File: config.mk
export PLATFORM = sky130hd
export DESIGN_NAME = spid_pulse_clamp
export DESIGN_NICKNAME = d
export VERILOG_FILES = /design/src/hdl/spid_pkg.sv /design/src/hdl/spid_pulse_clamp.sv
export SDC_FILE = /design/constraint.sdc
export NUM_CORES = 1
export LEC_CHECK = 0
export BUFFER_PORTS_ARGS = -buffer_cell sky130_fd_sc_hd__buf_2
export CAP_MARGIN = 40
export CELL_PAD_IN_SITES_DETAIL_PLACEMENT = 0
export CELL_PAD_IN_SITES_GLOBAL_PLACEMENT = 1
export CORE_ASPECT_RATIO = 0.5
export CORE_MARGIN = 2
export CORE_UTILIZATION = 44
export DETAILED_ROUTE_END_ITERATION = 8
export GPL_ROUTABILITY_DRIVEN = 0
export PLACE_DENSITY = 0.95
export SETUP_SLACK_MARGIN = 0.2
export SYNTH_ARGS = -nofsm -noshare
export SYNTH_HDL_FRONTEND = slang
export SYNTH_SLANG_ARGS = --single-unit
File: constraint.sdc
create_clock -name vclk -period 19.65
set_input_delay 0.9825 -clock vclk [all_inputs]
set_output_delay 0.9825 -clock vclk [all_outputs]
set_load 0.01 [all_outputs]
File: src/hdl/spid_pkg.sv
`default_nettype none

package spid_pkg;

  // Field and arithmetic widths.
  localparam int COORD_BITS = 12;
  localparam int FRAC_BITS  = 8;
  localparam int GAIN_W     = 16;
  localparam int LIM_W      = 12;
  localparam int CFG_IDX_W  = 3;
  localparam int CFG_DATA_W = 16;

  localparam int ERR_W  = COORD_BITS + 1;
  localparam int INT_W  = (COORD_BITS + 1 > LIM_W + 1) ? COORD_BITS + 1 : LIM_W + 1;
  localparam int ACC_W  = INT_W + 1;
  localparam int DER_W  = COORD_BITS + 2;
  localparam int MUL_W  = (INT_W > DER_W) ? INT_W : DER_W;
  localparam int PROD_W = GAIN_W + MUL_W;
  localparam int SUM_W  = PROD_W + 2;
  localparam int SHF_W  = SUM_W - FRAC_BITS;
  localparam int PC_W   = SHF_W + 1;

  typedef logic        [COORD_BITS-1:0] coord_t;
  typedef logic signed [GAIN_W-1:0]     gain_t;
  typedef logic        [LIM_W-1:0]      lim_t;
  typedef logic signed [ERR_W-1:0]      err_t;
  typedef logic signed [INT_W-1:0]      int_t;
  typedef logic signed [ACC_W-1:0]      acc_t;
  typedef logic signed [DER_W-1:0]      der_t;
  typedef logic signed [PROD_W-1:0]     prod_t;
  typedef logic signed [SUM_W-1:0]      sum_t;
  typedef logic signed [SHF_W-1:0]      shf_t;
  typedef logic signed [PC_W-1:0]       pc_t;

  // Bias added to a negative sum so that the shift truncates toward zero.
  localparam sum_t TRUNC_BIAS = sum_t'((1 << FRAC_BITS) - 1);

  typedef enum logic [CFG_IDX_W-1:0] {
    CFG_GAIN_P         = 3'd0,
    CFG_GAIN_I         = 3'd1,
    CFG_GAIN_D         = 3'd2,
    CFG_INTEGRAL_LIMIT = 3'd3,
    CFG_PULSE_MIN      = 3'd4,
    CFG_PULSE_MAX      = 3'd5
  } cfg_idx_e;

  localparam gain_t GAIN_P_RST         = 16'sd51;
  localparam gain_t GAIN_I_RST         = 16'sd0;
  localparam gain_t GAIN_D_RST         = 16'sd0;
  localparam lim_t  INTEGRAL_LIMIT_RST = 12'd1000;
  localparam lim_t  PULSE_MIN_RST      = 12'd500;
  localparam lim_t  PULSE_MAX_RST      = 12'd2050;

  typedef struct packed {
    gain_t gain_p;
    gain_t gain_i;
    gain_t gain_d;
    lim_t  integral_limit;
    lim_t  pulse_min;
    lim_t  pulse_max;
  } cfg_t;

  // Per-axis error terms handed from the front end to the multiply stage.
  typedef struct packed {
    err_t err;
    int_t integ;
    der_t deriv;
  } front_t;

endpackage

`default_nettype wire

File: src/hdl/spid_pulse_clamp.sv
`default_nettype none

module spid_pulse_clamp (
  input  wire spid_pkg::coord_t last_i,
  input  wire spid_pkg::shf_t   corr_i,
  input  wire logic             subtract_i,
  input  wire spid_pkg::lim_t   pulse_min_i,
  input  wire spid_pkg::lim_t   pulse_max_i,
  output spid_pkg::coord_t      pulse_o
);

  spid_pkg::pc_t base, corr, raw, lo, hi, lifted, limited;

  always_comb begin
    base    = spid_pkg::pc_t'({1'b0, last_i});
    corr    = spid_pkg::pc_t'(corr_i);
    raw     = subtract_i ? base - corr : base + corr;
    lo      = spid_pkg::pc_t'({1'b0, pulse_min_i});
    hi      = spid_pkg::pc_t'({1'b0, pulse_max_i});
    // Raise to the minimum first, then cap at the maximum; an inverted range
    // therefore always yields the maximum.
    lifted  = (raw < lo) ? lo : raw;
    limited = (lifted > hi) ? hi : lifted;
    pulse_o = spid_pkg::coord_t'(limited);
  end

endmodule

`default_nettype wire

==> impl_metrics.csv <==
group,metric,value,unit
route,ant_nets,0,
cts,cts_resized,0,
hold_path,hp-class,"input pin to output pin",
pwr,pwr_density_cell,38.4,nW/um2
critical_path,worstSetupPathType,"input pin to output pin",
floorplan,dieArea,7640,um2
timing,max_freq,105,MHz
timing,period_needed,9490,ps
floorplan,die_height,62.8,um
run_status,status,"finished, final reports clean",
route,dr_wl_met3,418,um
final_layout,layout.nets,577,
timing,hold_viol_final,0,
pwr,sw_frac_of_total,56.5,%
timing,period_share,48.3,%
timing,worstMarginPinSlew,755,ps
cts,post_cts_buffers,0,
timing,slew_headroom,49.7,%
final_layout,layout-drive-gt1-share,23.5,%
route,drc,0,
global_routing,grt_max_degree,37,
route,highest_layer,"met3",
floorplan,core,6700,um2
critical_path,crit_path_max_incr_delay,790,ps
critical_path,crit_slowest_cell,"or4_1",
logic_synthesis,synth.distinct_cells,71,
logic_synthesis,synth_area,3040,um2
pwr,p_int,56.6,uW
timing,drv_slew,0,
route,drt_iter0_markers,313,
pwr,p_total,130,uW
floorplan,die_w,122,um
timing,setup_violations,0,
final_layout,area_growth_syn_to_layout,11.3,%
global_routing,antenna_found_initial,0,
floorplan,rows,21,
placement,place_ws,10200,ps
logic_synthesis,ys_warn_count,0,
run,max-cap-violations,0,
pwr,power_switching,73.3,uW
final_layout,diodes,0,
route,wl_per_cell,14.0,um
pwr,combPwrFrac,100.0,%
critical_path,crit_required,18670,ps
hold_path,min_to,"pulse_o[11]",
global_routing,grt-ovfl-total,0,
logic_synthesis,yosysSeqAreaShare,0,%
final_layout,design_area,3390,um2
route,vias,3287,
floorplan,top_level_ports,73,
route,drtPass1Iterations,5,
final_layout,postLayoutCoreUtil,50.6,%
global_routing,grt_first_pass_wirelength,13400,um
critical_path,critPathMaxFanout,21,
pwr,seqPwrFrac,0,%
final_layout,regArea,0,um2
hold_path,holdPathStages,3,
route,wl_met1,4010,um
critical_path,critPathMostFrequentCell,"o21a_1",
timing,rsz0062_at_grt,"no",
route,dr_wl_met2,3510,um
final_layout,flops_and_latches,0,
route,vias_per_cell,5.79,
timing,finalSetupTns,0,ps
hold_path,worstHoldStart,"pulse_max_i[11]",
logic_synthesis,syn_avg_cell_area,7.21,um2
placement,dp_hpwl,6550,um
global_routing,grt.total_usage,20.2,%
critical_path,cp-start-kind,"input pin",
cts,ctsHoldBuffers,0,
logic_synthesis,syn_inst,422,
placement,placed_area,3390,um2
final_layout,nClkBuffers,0,
global_routing,first_global_vias,2949,
pwr,power.leakage,1.51,nW
critical_path,cp.arrival,8500,ps
pwr,ir_drop,0.0181,mV
pwr,pwr-share-clk,0,%
logic_synthesis,syn_nets,521,
route,drt-total-wl,7940,um
placement,portBuffers,73,
critical_path,crit_path_end_kind,"output pin",
timing,setup_ws,10160,ps
floorplan,initial_core_util,45.4,%
how the worst max path moves through the flow:
stage	start	to	slack [ps]
2_1_floorplan	subtract_i	pulse_o[0]	10860
3_3_place_gp	corr_i[4]	pulse_o[10]	10370
3_5_place_dp	corr_i[4]	pulse_o[10]	10200
4_1_cts	corr_i[4]	pulse_o[10]	10180
5_1_grt	corr_i[4]	pulse_o[10]	9540
6_report	corr_i[4]	pulse_o[10]	10160
critical path: cells and delay by family:
kind / cells / cell delay (ps)
and+or+nand+nor: 8 / 2150
adders and majority gates: 3 / 1270
buffers and inverters: 3 / 330
AOI/OAI and AO/OA: 14 / 3550
xor gates and xnor gates: 1 / 200
layout by cell type (no fill, tap or decap), drive strengths merged, types with 16 or more instances in the layout:
| cell | n |
|---|---|
| o21ai | 20 |
| a21oi | 30 |
| nor2 | 46 |
| o21a | 17 |
| nor3 | 17 |
| xnor2 | 26 |
| inv | 46 |
| nand2 | 16 |
| buf | 74 |
| ha | 37 |
cell families (layout without fill, tap and decap cells):
family | Yosys count | after routing | synth area share, %
and+or+nand+nor | 146 | 146 | 26.6
AOI/OAI and AO/OA | 128 | 128 | 33.7
buffers and inverters | 67 | 121 | 10.8
adders and majority gates | 38 | 38 | 15.9
xor gates and xnor gates | 31 | 31 | 8.92
muxes | 12 | 12 | 4.11
power groups by stage:
stage	Combinational [mW]	Clock [mW]	Sequential, mW
2_1_floorplan	0.0987	0	0
3_3_place_gp	0.128	0	0
3_5_place_dp	0.128	0	0
4_1_cts	0.129	0	0
5_1_grt	0.146	0	0
6_report	0.130	0	0
metrics by stage:
step                hold WS [ps]  instances
detailed placement          2280        568
floorplan                   2080        422
finish                      2280        568
global placement            2290        567
global route                2310        568
CTS                         2290        568
routing by layer:
metal | global-route usage [%] | vias up
li1 | - | 1680
met1 | 29.9 | 1528
met2 | 34.1 | 79
met3 | 1.09 | 0
met4 | 0.144 | 0
met5 | 0 | -
area by class of cell:
cell class / count / area (um2)
fill: 704 / 3310
inverter: 46 / 173
multi-input combinational: 355 / 2720
tap: 92 / 115
timing repair buffer: 75 / 384
synthesized netlist by cell type, types with 7 or more instances:
master	instances	area share [%]
inv_1	46	5.7
nor2_1	45	5.5
ha_1	37	15
a21oi_1	29	4.8
xnor2_1	26	7.5
nor3_1	17	2.8
o21a_1	17	4.2
o21ai_0	17	2.8
nand2_1	15	1.8
a221oi_2	10	4.9
nand3_1	10	1.6
clkbuf_1	9	1.1
buf_6	8	3.0
mux2i_1	8	2.6
nor4_1	8	1.6
nand4_1	7	1.4
nor2b_1	7	1.4
No activity file was read; power rests on OpenSTA's default activity.
