### src/hdl/spid_pkg.sv
`default_nettype none

package spid_pkg;

  // Field and arithmetic widths.
  localparam int COORD_BITS = 12;
  localparam int FRAC_BITS  = 8;
  localparam int GAIN_W     = 16;
  localparam int LIM_W      = 12;
  localparam int CFG_IDX_W  = 3;
  localparam int CFG_DATA_W = 16;

  localparam int ERR_W  = COORD_BITS + 1;
  localparam int INT_W  = (COORD_BITS + 1 > LIM_W + 1) ? COORD_BITS + 1 : LIM_W + 1;
  localparam int ACC_W  = INT_W + 1;
  localparam int DER_W  = COORD_BITS + 2;
  localparam int MUL_W  = (INT_W > DER_W) ? INT_W : DER_W;
  localparam int PROD_W = GAIN_W + MUL_W;
  localparam int SUM_W  = PROD_W + 2;
  localparam int SHF_W  = SUM_W - FRAC_BITS;
  localparam int PC_W   = SHF_W + 1;

  typedef logic        [COORD_BITS-1:0] coord_t;
  typedef logic signed [GAIN_W-1:0]     gain_t;
  typedef logic        [LIM_W-1:0]      lim_t;
  typedef logic signed [ERR_W-1:0]      err_t;
  typedef logic signed [INT_W-1:0]      int_t;
  typedef logic signed [ACC_W-1:0]      acc_t;
  typedef logic signed [DER_W-1:0]      der_t;
  typedef logic signed [PROD_W-1:0]     prod_t;
  typedef logic signed [SUM_W-1:0]      sum_t;
  typedef logic signed [SHF_W-1:0]      shf_t;
  typedef logic signed [PC_W-1:0]       pc_t;

  // Bias added to a negative sum so that the shift truncates toward zero.
  localparam sum_t TRUNC_BIAS = sum_t'((1 << FRAC_BITS) - 1);

  typedef enum logic [CFG_IDX_W-1:0] {
    CFG_GAIN_P         = 3'd0,
    CFG_GAIN_I         = 3'd1,
    CFG_GAIN_D         = 3'd2,
    CFG_INTEGRAL_LIMIT = 3'd3,
    CFG_PULSE_MIN      = 3'd4,
    CFG_PULSE_MAX      = 3'd5
  } cfg_idx_e;

  localparam gain_t GAIN_P_RST         = 16'sd51;
  localparam gain_t GAIN_I_RST         = 16'sd0;
  localparam gain_t GAIN_D_RST         = 16'sd0;
  localparam lim_t  INTEGRAL_LIMIT_RST = 12'd1000;
  localparam lim_t  PULSE_MIN_RST      = 12'd500;
  localparam lim_t  PULSE_MAX_RST      = 12'd2050;

  typedef struct packed {
    gain_t gain_p;
    gain_t gain_i;
    gain_t gain_d;
    lim_t  integral_limit;
    lim_t  pulse_min;
    lim_t  pulse_max;
  } cfg_t;

  // Per-axis error terms handed from the front end to the multiply stage.
  typedef struct packed {
    err_t err;
    int_t integ;
    der_t deriv;
  } front_t;

endpackage

`default_nettype wire

### src/hdl/spid_cfg_regs.sv
`default_nettype none

module spid_cfg_regs (
  input  wire logic                               clk_i,
  input  wire logic                               rst_ni,
  input  wire logic                               cfg_we_i,
  input  wire logic [spid_pkg::CFG_IDX_W-1:0]     cfg_idx_i,
  input  wire logic [spid_pkg::CFG_DATA_W-1:0]    cfg_wdata_i,
  output spid_pkg::cfg_t                          cfg_o
);

  spid_pkg::cfg_t cfg_d, cfg_q;

  always_comb begin
    cfg_d = cfg_q;
    if (cfg_we_i) begin
      case (spid_pkg::cfg_idx_e'(cfg_idx_i))
        spid_pkg::CFG_GAIN_P:         cfg_d.gain_p         = spid_pkg::gain_t'(cfg_wdata_i);
        spid_pkg::CFG_GAIN_I:         cfg_d.gain_i         = spid_pkg::gain_t'(cfg_wdata_i);
        spid_pkg::CFG_GAIN_D:         cfg_d.gain_d         = spid_pkg::gain_t'(cfg_wdata_i);
        spid_pkg::CFG_INTEGRAL_LIMIT: cfg_d.integral_limit = spid_pkg::lim_t'(cfg_wdata_i);
        spid_pkg::CFG_PULSE_MIN:      cfg_d.pulse_min      = spid_pkg::lim_t'(cfg_wdata_i);
        spid_pkg::CFG_PULSE_MAX:      cfg_d.pulse_max      = spid_pkg::lim_t'(cfg_wdata_i);
        default:                      cfg_d = cfg_q;
      endcase
    end
  end

  always_ff @(posedge clk_i or negedge rst_ni) begin
    if (!rst_ni) begin
      cfg_q.gain_p         <= spid_pkg::GAIN_P_RST;
      cfg_q.gain_i         <= spid_pkg::GAIN_I_RST;
      cfg_q.gain_d         <= spid_pkg::GAIN_D_RST;
      cfg_q.integral_limit <= spid_pkg::INTEGRAL_LIMIT_RST;
      cfg_q.pulse_min      <= spid_pkg::PULSE_MIN_RST;
      cfg_q.pulse_max      <= spid_pkg::PULSE_MAX_RST;
    end else begin
      cfg_q <= cfg_d;
    end
  end

  assign cfg_o = cfg_q;

endmodule

`default_nettype wire

### config.mk
export PLATFORM = sky130hd
export DESIGN_NAME = spid_cfg_regs
export DESIGN_NICKNAME = d
export VERILOG_FILES = /design/src/hdl/spid_pkg.sv /design/src/hdl/spid_cfg_regs.sv
export SDC_FILE = /design/constraint.sdc
export NUM_CORES = 1
export LEC_CHECK = 0
export ABC_AREA = 1
export BUFFER_PORTS_ARGS = -buffer_cell sky130_fd_sc_hd__buf_2
export CELL_PAD_IN_SITES_DETAIL_PLACEMENT = 0
export CELL_PAD_IN_SITES_GLOBAL_PLACEMENT = 2
export CORE_MARGIN = 4
export CORE_UTILIZATION = 31
export DETAILED_ROUTE_END_ITERATION = 10
export PLACE_DENSITY = 0.87
export SETUP_SLACK_MARGIN = 0.4
export SYNTH_ARGS = -nofsm -noshare
export SYNTH_HDL_FRONTEND = slang
export SYNTH_SLANG_ARGS = --single-unit
export TNS_END_PERCENT = 5
### constraint.sdc
create_clock -name clk_i -period 2.1 [get_ports clk_i]
set_clock_uncertainty 0.15 [all_clocks]
set_input_delay 0.42 -clock clk_i [delete_from_list [all_inputs] [get_ports clk_i]]
set_output_delay 0.42 -clock clk_i [all_outputs]
set_load 0.05 [all_outputs]
==> metrics.csv <==
metric,value,unit
status,completed,
min_period_over_period,80.7,%
grt_overflow_total,0,
finalSetupViolations,0,
cts_inserted_buffers,9,
drc_errors,0,
antenna_left,0,
fp.coreArea,10500,um2
dieHeight,112,um
drv_slew,0,
post_drt_wl_per_cell,16.2,um
largest_register_ffs,84,
ir_drop,0.000481,V
yosysSeqAreaShare,63.0,%
path_cells,buf_4,
dp_hpwl,6900,um
die_area,12600,um2
grt_pass1_vias,2761,
power.leakage,2.39,nW
grt_usage,16.4,%
min_period,1.70,ns
syn_nets,399,
max-clock-path-buffers,2,
crit_fanout,2,
cap_violations,0,
max_freq,590,MHz
place_congestion,0.764,
cp.required,1.53,ns
timing.setup.tns,0,ns
netlist_area,3370,um2
power,0.00508,W
crit_arrival,1.13,ns
cts_tree,yes,
area_delta_synth_final,26.5,%
tightestPinTransition,0.550,ns
root_buffer,clkbuf_8,
portBuffers,105,
die_w,112,um
critical_path_class,flop to output pin,
clkTransAtPathRegs,0.09,ns
critPathMaxStageDelay,0.57,ns
via_per_inst,4.60,
drt_iter0_drc,150,
crit_slowest_cell,dfstp_2,
synth_seq_cells,84,
yosysUniqueCellTypes,13,
diodes,0,
antenna_found_initial,0,
first_pass_iters,4,
clock-sinks,84,
grt_max_degree,65,
drive_above_1_share,32.1,%
rows,37,
critPathBufInv,1,
layout.nets,506,
hp-class,input port to flop,
rsz0062_at_grt,yes,
ys_warn_count,0,
io_pins,106,
initial_core_util,32.2,%
fill_cells,1121,
htree_levels,3,
power_per_cell_area,1190,nW/um2
insertion_delay,0.35,ns
hold_viol_final,0,
max_slew_margin,63.2,%
vias,2875,
syn_avg_cell_area,8.94,um2
endpoint_kind,output pin,
cp-start-kind,flop,
drt-total-wl,10100,um
cp_top_family,flip-flops,
syn_inst,377,
grt_pass1_wl,15900,um
## what timing repair did
item	in CTS	in global routing
resized for setup	3	18
cloned	0	0
hold endpoints to repair	20	0
buffers inserted	0	0
hold buffers	1	0
setup endpoints to repair	18	18
## cell usage after synthesis
cell type | count | area share [%]
clkbuf_1 | 2 | 0.22
nor2_4 | 3 | 1.0
nand2_2 | 3 | 0.56
dfstp_2 | 18 | 14
nand3_1 | 60 | 8.9
nand2_1 | 199 | 22
buf_2 | 10 | 1.5
inv_1 | 3 | 0.33
buf_6 | 1 | 0.33
dfrtp_1 | 66 | 49
inv_2 | 3 | 0.33
nor2_1 | 3 | 0.33
buf_4 | 6 | 1.3
## metrics by stage
stage          setup WS (ns)  hold WS [ns]  util (%)  std cells  area, um2
2_1_floorplan          0.792       -0.0256         -        377       3370
5_1_grt                0.376         0.173      40.8        625       4270
6_report               0.405         0.180      40.8        625       4270
3_5_place_dp           0.418         0.179      38.6        608       4040
3_3_place_gp           0.469         0.172      38.6        608       4040
4_1_cts                0.339         0.161      40.4        625       4230
## area by class of cell
cell class	instances	area (um2)	area share, %
Clock inverter	5	27.5	0.645
Inverter	6	22.5	0.528
Sequential cell	84	2120	49.8
Multi-Input combinational cell	268	1110	26.1
Tap cell	136	170	3.99
Clock buffer	11	141	3.31
Timing Repair Buffer	115	667	15.6
## worst paths after layout
path                       depth (start not counted)  slack, ns       startpoint   endpoint
max                                                1       0.40        cfg_o[69]  cfg_o[69]
min                                                3       0.18  cfg_wdata_i[13]  cfg_o[49]
max reg2reg                                        2       1.20        cfg_o[73]  cfg_o[73]
min reg2reg                                        2       0.32        cfg_o[20]  cfg_o[20]
max in group asynchronous                          3       0.77           rst_ni  cfg_o[18]
min in group asynchronous                          2       0.34           rst_ni  cfg_o[64]
## placed cells by master (no fill, tap or decap), drive strengths merged
| master | instances |
|---|---|
| dfstp | 18 |
| buf | 101 |
| clkinv | 4 |
| nand2 | 202 |
| nor2 | 6 |
| dfrtp | 66 |
| clkbuf | 24 |
| nand3 | 60 |
| dlygate4sd3 | 1 |
| inv | 6 |
| clkinvlp | 1 |
## cell families (layout without fill, tap and decap cells)
kind of cell           after synthesis  after routing  synth area share [%]
AND/OR/NAND/NOR                    268            268                  33.0
flip-flops                          84             84                  63.0
buffers and inverters               25            137                  4.04
## metal layers
metal | wire length, um | GRT usage (%)
met5 | 0 | 0
met3 | 725 | 3.83
met4 | 112 | 4.81
met1 | 4750 | 23.5
met2 | 4550 | 25.0
## power breakdown
part | total [W] | internal [W] | leakage (nW) | switching, W
registers | 0.00215 | 0.00197 | 1.02 | 0.000181
clock network | 0.00103 | 0.000454 | 0.0889 | 0.000571
logic | 0.00191 | 0.000399 | 1.29 | 0.00151
Note: power is estimated with default switching activity, not from simulation.
