<file path="src/hdl/spid_pkg.sv">
`default_nettype none

package spid_pkg;

  // Field and arithmetic widths.
  localparam int COORD_BITS = 12;
  localparam int FRAC_BITS  = 8;
  localparam int GAIN_W     = 16;
  localparam int LIM_W      = 12;
  localparam int CFG_IDX_W  = 3;
  localparam int CFG_DATA_W = 16;

  localparam int ERR_W  = COORD_BITS + 1;
  localparam int INT_W  = (COORD_BITS + 1 > LIM_W + 1) ? COORD_BITS + 1 : LIM_W + 1;
  localparam int ACC_W  = INT_W + 1;
  localparam int DER_W  = COORD_BITS + 2;
  localparam int MUL_W  = (INT_W > DER_W) ? INT_W : DER_W;
  localparam int PROD_W = GAIN_W + MUL_W;
  localparam int SUM_W  = PROD_W + 2;
  localparam int SHF_W  = SUM_W - FRAC_BITS;
  localparam int PC_W   = SHF_W + 1;

  typedef logic        [COORD_BITS-1:0] coord_t;
  typedef logic signed [GAIN_W-1:0]     gain_t;
  typedef logic        [LIM_W-1:0]      lim_t;
  typedef logic signed [ERR_W-1:0]      err_t;
  typedef logic signed [INT_W-1:0]      int_t;
  typedef logic signed [ACC_W-1:0]      acc_t;
  typedef logic signed [DER_W-1:0]      der_t;
  typedef logic signed [PROD_W-1:0]     prod_t;
  typedef logic signed [SUM_W-1:0]      sum_t;
  typedef logic signed [SHF_W-1:0]      shf_t;
  typedef logic signed [PC_W-1:0]       pc_t;

  // Bias added to a negative sum so that the shift truncates toward zero.
  localparam sum_t TRUNC_BIAS = sum_t'((1 << FRAC_BITS) - 1);

  typedef enum logic [CFG_IDX_W-1:0] {
    CFG_GAIN_P         = 3'd0,
    CFG_GAIN_I         = 3'd1,
    CFG_GAIN_D         = 3'd2,
    CFG_INTEGRAL_LIMIT = 3'd3,
    CFG_PULSE_MIN      = 3'd4,
    CFG_PULSE_MAX      = 3'd5
  } cfg_idx_e;

  localparam gain_t GAIN_P_RST         = 16'sd51;
  localparam gain_t GAIN_I_RST         = 16'sd0;
  localparam gain_t GAIN_D_RST         = 16'sd0;
  localparam lim_t  INTEGRAL_LIMIT_RST = 12'd1000;
  localparam lim_t  PULSE_MIN_RST      = 12'd500;
  localparam lim_t  PULSE_MAX_RST      = 12'd2050;

  typedef struct packed {
    gain_t gain_p;
    gain_t gain_i;
    gain_t gain_d;
    lim_t  integral_limit;
    lim_t  pulse_min;
    lim_t  pulse_max;
  } cfg_t;

  // Per-axis error terms handed from the front end to the multiply stage.
  typedef struct packed {
    err_t err;
    int_t integ;
    der_t deriv;
  } front_t;

endpackage

`default_nettype wire

</file>
<file path="src/hdl/spid_axis_front.sv">
`default_nettype none

module spid_axis_front (
  input  wire logic               clk_i,
  input  wire logic               rst_ni,
  input  wire spid_pkg::coord_t   target_i,
  input  wire spid_pkg::coord_t   measured_i,
  input  wire spid_pkg::lim_t     limit_i,
  input  wire logic               upd_i,
  output spid_pkg::front_t        front_o
);

  spid_pkg::int_t integ_q, integ_d;
  spid_pkg::err_t prev_q;
  spid_pkg::err_t err;
  spid_pkg::acc_t acc;
  spid_pkg::acc_t lim;
  spid_pkg::acc_t acc_clamped;

  always_comb begin
    err = spid_pkg::err_t'({1'b0, target_i}) - spid_pkg::err_t'({1'b0, measured_i});
    acc = spid_pkg::acc_t'(integ_q) + spid_pkg::acc_t'(err);
    lim = spid_pkg::acc_t'({1'b0, limit_i});
    if (acc > lim) begin
      acc_clamped = lim;
    end else if (acc < -lim) begin
      acc_clamped = -lim;
    end else begin
      acc_clamped = acc;
    end
    integ_d = spid_pkg::int_t'(acc_clamped);
  end

  assign front_o.err   = err;
  assign front_o.integ = integ_d;
  assign front_o.deriv = spid_pkg::der_t'(err) - spid_pkg::der_t'(prev_q);

  // Axis state moves forward only when the item is handed on.
  always_ff @(posedge clk_i or negedge rst_ni) begin
    if (!rst_ni) begin
      integ_q <= '0;
      prev_q  <= '0;
    end else if (upd_i) begin
      integ_q <= integ_d;
      prev_q  <= err;
    end
  end

endmodule

`default_nettype wire

</file>
<file path="config.mk">
export PLATFORM = sky130hd
export DESIGN_NAME = spid_axis_front
export DESIGN_NICKNAME = d
export VERILOG_FILES = /design/src/hdl/spid_pkg.sv /design/src/hdl/spid_axis_front.sv
export SDC_FILE = /design/constraint.sdc
export NUM_CORES = 1
export LEC_CHECK = 0
export BUFFER_PORTS_ARGS = -buffer_cell sky130_fd_sc_hd__buf_2
export CORE_MARGIN = 3
export CORE_UTILIZATION = 52
export DETAILED_ROUTE_END_ITERATION = 8
export PLACE_DENSITY = 0.81
export SETUP_SLACK_MARGIN = 0.15
export SLEW_MARGIN = 25
export SYNTH_ARGS = -nofsm -noshare
export SYNTH_HDL_FRONTEND = slang
export SYNTH_SLANG_ARGS = --single-unit
export TNS_END_PERCENT = 5
</file>
<file path="constraint.sdc">
create_clock -name clk_i -period 8.8 [get_ports clk_i]
set_input_delay 1.76 -clock clk_i [delete_from_list [all_inputs] [get_ports clk_i]]
set_output_delay 1.76 -clock clk_i [all_outputs]
set_load 0.005 [all_outputs]
</file>
==> results.yml <==
run_status:
  outcome: "completed"
floorplanning:
  die_h_um: 96.0
  floorplan.core_area_um2: 7810
  floorplan.rows: 32
  floorplan.die.width_um: 96.0
  top_level_ports: 79
  floorplan_die_area_um2: 9210
  starting_density_of_the_core: 0.539
route:
  finalWirelength_um: 12500
  routed-via-count: 4453
  detail-route-antenna-nets: 0
  wl_per_cell_um: 16.6
  drc: 0
  viasPerCell: 5.94
  detailedRoute.firstPassIterationCount: 5
  detail_route.iter0.violations: 222
synthesis:
  synth-warning-count: 0
  synthTopCellsByCount: "ha_1 (63), inv_1 (55), nor2_1 (47), xnor2_1 (34), dfrtp_1 (26)"
  syn-instance-count: 521
  most_instantiated_library_cell_after_synthesis: "ha_1"
  synth_cell_type_count: 84
  synth_top_flop_cell: "dfrtp_1"
  ys_seq_area_frac: 0.155
  mappedNetlistNets: 626
  synth-edff-count: 0
  post_synth_main_area_contributors: "ha_1 (19%), dfrtp_1 (15%), xnor2_1 (7.1%)"
  yosysTopAreaCellShare: 0.187
  syn-cell-area_um2: 4210
  synth_async_sr_flop_share: 1.00
  syn_avg_cell_area_um2: 8.08
  post-synth-top-area-cell: "ha_1"
  ys_seq_elements: 26
sta:
  period_minus_ws_final_ps: 8500
  final_min_period_over_clock_period: 0.966
  fmax_ghz: 0.118
  maxSlewViolCount: 0
  timing.setup.tns_ps: 0
  rsz0062_at_grt: "no"
  setup_viol: 0
  slew-limit-headroom: 0.358
  hold_slack_final_ps: 516
  finalClockSkew_ps: 7.40
  hold_viol_final: 0
  tightest_slew_ps: 963
min_path:
  hold_start: "prev_q[12]"
  timing.hold.worst_path_depth: 1
  min_delay_worst_endpoint: "prev_q[12]"
  worst_hold_path_type: "flop to flop"
cts:
  h-tree-depth: 1
  cts_made_buffers: 3
  clkSinkCount: 26
  clk_root_buffer_cell: "clkbuf_8"
  tritoncts: "built"
  worstSkewPairLatency_ps: 280
  clk_pin_slew_worst_paths_ps: 90
  clock_path_buffers: 2
placed_design:
  gp_congestion: 0.913
  place.detailed.hpwl_um: 9550
  buffer_ports.inserted: 78
global_routing:
  grt_start_max_net_pins: 53
  first_global_vias: 4165
  antenna_found_initial: 0
  first_pass_grt_wire_length_um: 19300
  grt_overflow: 0
  grt_use_total: 0.260
critical_path:
  critical_path.reg2reg.endpoint: "integ_q[3]"
  cp.arrival_ps: 6740
  critPathMaxStageDelay_ps: 490
  timing.critical_path.depth: 29
  critPathTopFamily: "compound AO/OA/AOI/OAI gates"
  required_ps: 7040
  r2r.worst_path.cells: 20
  path_max_fanout: 6
  timing.critical_path.slowest_stage_cell: "a2111oi_1"
  endpoint_kind: "output port"
  timing.reg2reg.setup_slack_ps: 4430
  critPathLaunchType: "input pin"
  critical_path_class: "input pin to output port"
  timing.rr.start: "integ_q[0]"
  critical_path_buffer_and_inverter_count: 6
final_layout:
  num-nets-final: 754
  diodes_inserted: 0
  num-fill-cells: 654
  drive_above_1_share: 0.319
  syn2layout_area_growth_pct: 28.4
run:
  drv_cap: 0
==> what timing repair did <==
| action | 4_1_cts | 5_1_grt |
|---|---|---|
| pin swaps | 7 | 32 |
| endpoints found under the setup margin | 13 | 13 |
| gates cloned | 2 | 1 |
| setup buffers | 2 | 10 |
| gates resized for setup | 9 | 48 |
| hold buffers | 0 | 0 |
==> cells by family (layout without fill, tap and decap cells) <==
logic type,after synthesis,count (layout),synth area share
AO/OA/AOI/OAI,157,160,0.278
AND/OR/NAND/NOR,155,155,0.193
buffers and inverters,71,195,0.0725
adder cells (fa/ha/maj),66,66,0.201
XOR/XNOR,38,38,0.0790
flip-flops,26,26,0.155
multiplexers,8,8,0.0211
==> per-stage QoR <==
stage | utilization | instances | setup WS [ps] | area, µm²
2_1_floorplan | - | 521 | 226 | 4210
3_3_place_gp | 0.637 | 731 | 38.7 | 4970
3_5_place_dp | 0.637 | 731 | -320 | 4970
4_1_cts | 0.652 | 739 | 83.5 | 5090
5_1_grt | 0.692 | 750 | 70.1 | 5410
6_report | 0.692 | 750 | 301 | 5410
==> per-layer routing <==
layer | vias to the layer above | wire (µm) | track usage
met5 | - | 0 | 0
met4 | 0 | 316 | 0.0699
met3 | 31 | 912 | 0.0109
met2 | 191 | 5960 | 0.451
met1 | 2058 | 5280 | 0.351
li1 | 2173 | - | -
==> sequential cells by signal, indices dropped and copies added (netlist names) <==
name,cells
integ_q,13
prev_q,13
==> layout make-up <==
type,instances,area (µm²),share of cell area
well taps,102,128,0.0236
clock buffers,4,55.1,0.0102
flip-flops and latches,26,651,0.120
inverters,56,210,0.0389
multi-input cells,427,3530,0.654
repair buffers,135,828,0.153
==> worst reg2reg max path, cell delays in order (launching register included) <==
cell       delay [ps]
dfrtp_1           360
ha_1              190
inv_1              60
fa_1              440
nor2b_4           150
o2111ai_1         190
nand2_1           160
o41ai_2            80
xnor2_1           370
ha_1              330
a211o_1           310
nor2b_1           120
nor3_1             50
nor4b_2           160
a211oi_2          190
buf_6             180
buf_4             140
a21oi_4            80
buf_4             160
a22o_1            220
a221o_1           310
==> cell usage in the layout, fill, tap and decap left out, drive strengths merged, types with 6 or more instances in the layout <==
cell	count
nand4	7
xnor2	34
a21o	13
nor2	48
nand3	14
dfrtp	26
a21oi	30
o211ai	8
inv	55
nand2	26
ha	63
mux2	7
o21ai	31
buf	135
nor2b	15
o21a	14
and3	6
nor3	17
==> worst max-delay path by stage <==
stage	start	to	slack [ps]
3_3_place_gp	target_i[0]	front_o[15]	40
6_report	target_i[0]	front_o[14]	300
2_1_floorplan	target_i[0]	front_o[19]	230
5_1_grt	target_i[0]	front_o[24]	70
4_1_cts	target_i[0]	front_o[16]	80
3_5_place_dp	target_i[0]	front_o[15]	-320
Power is left out: the tool's default activity adds up to more than one toggle a clock period on the data nets, which glitch-free logic cannot reach.
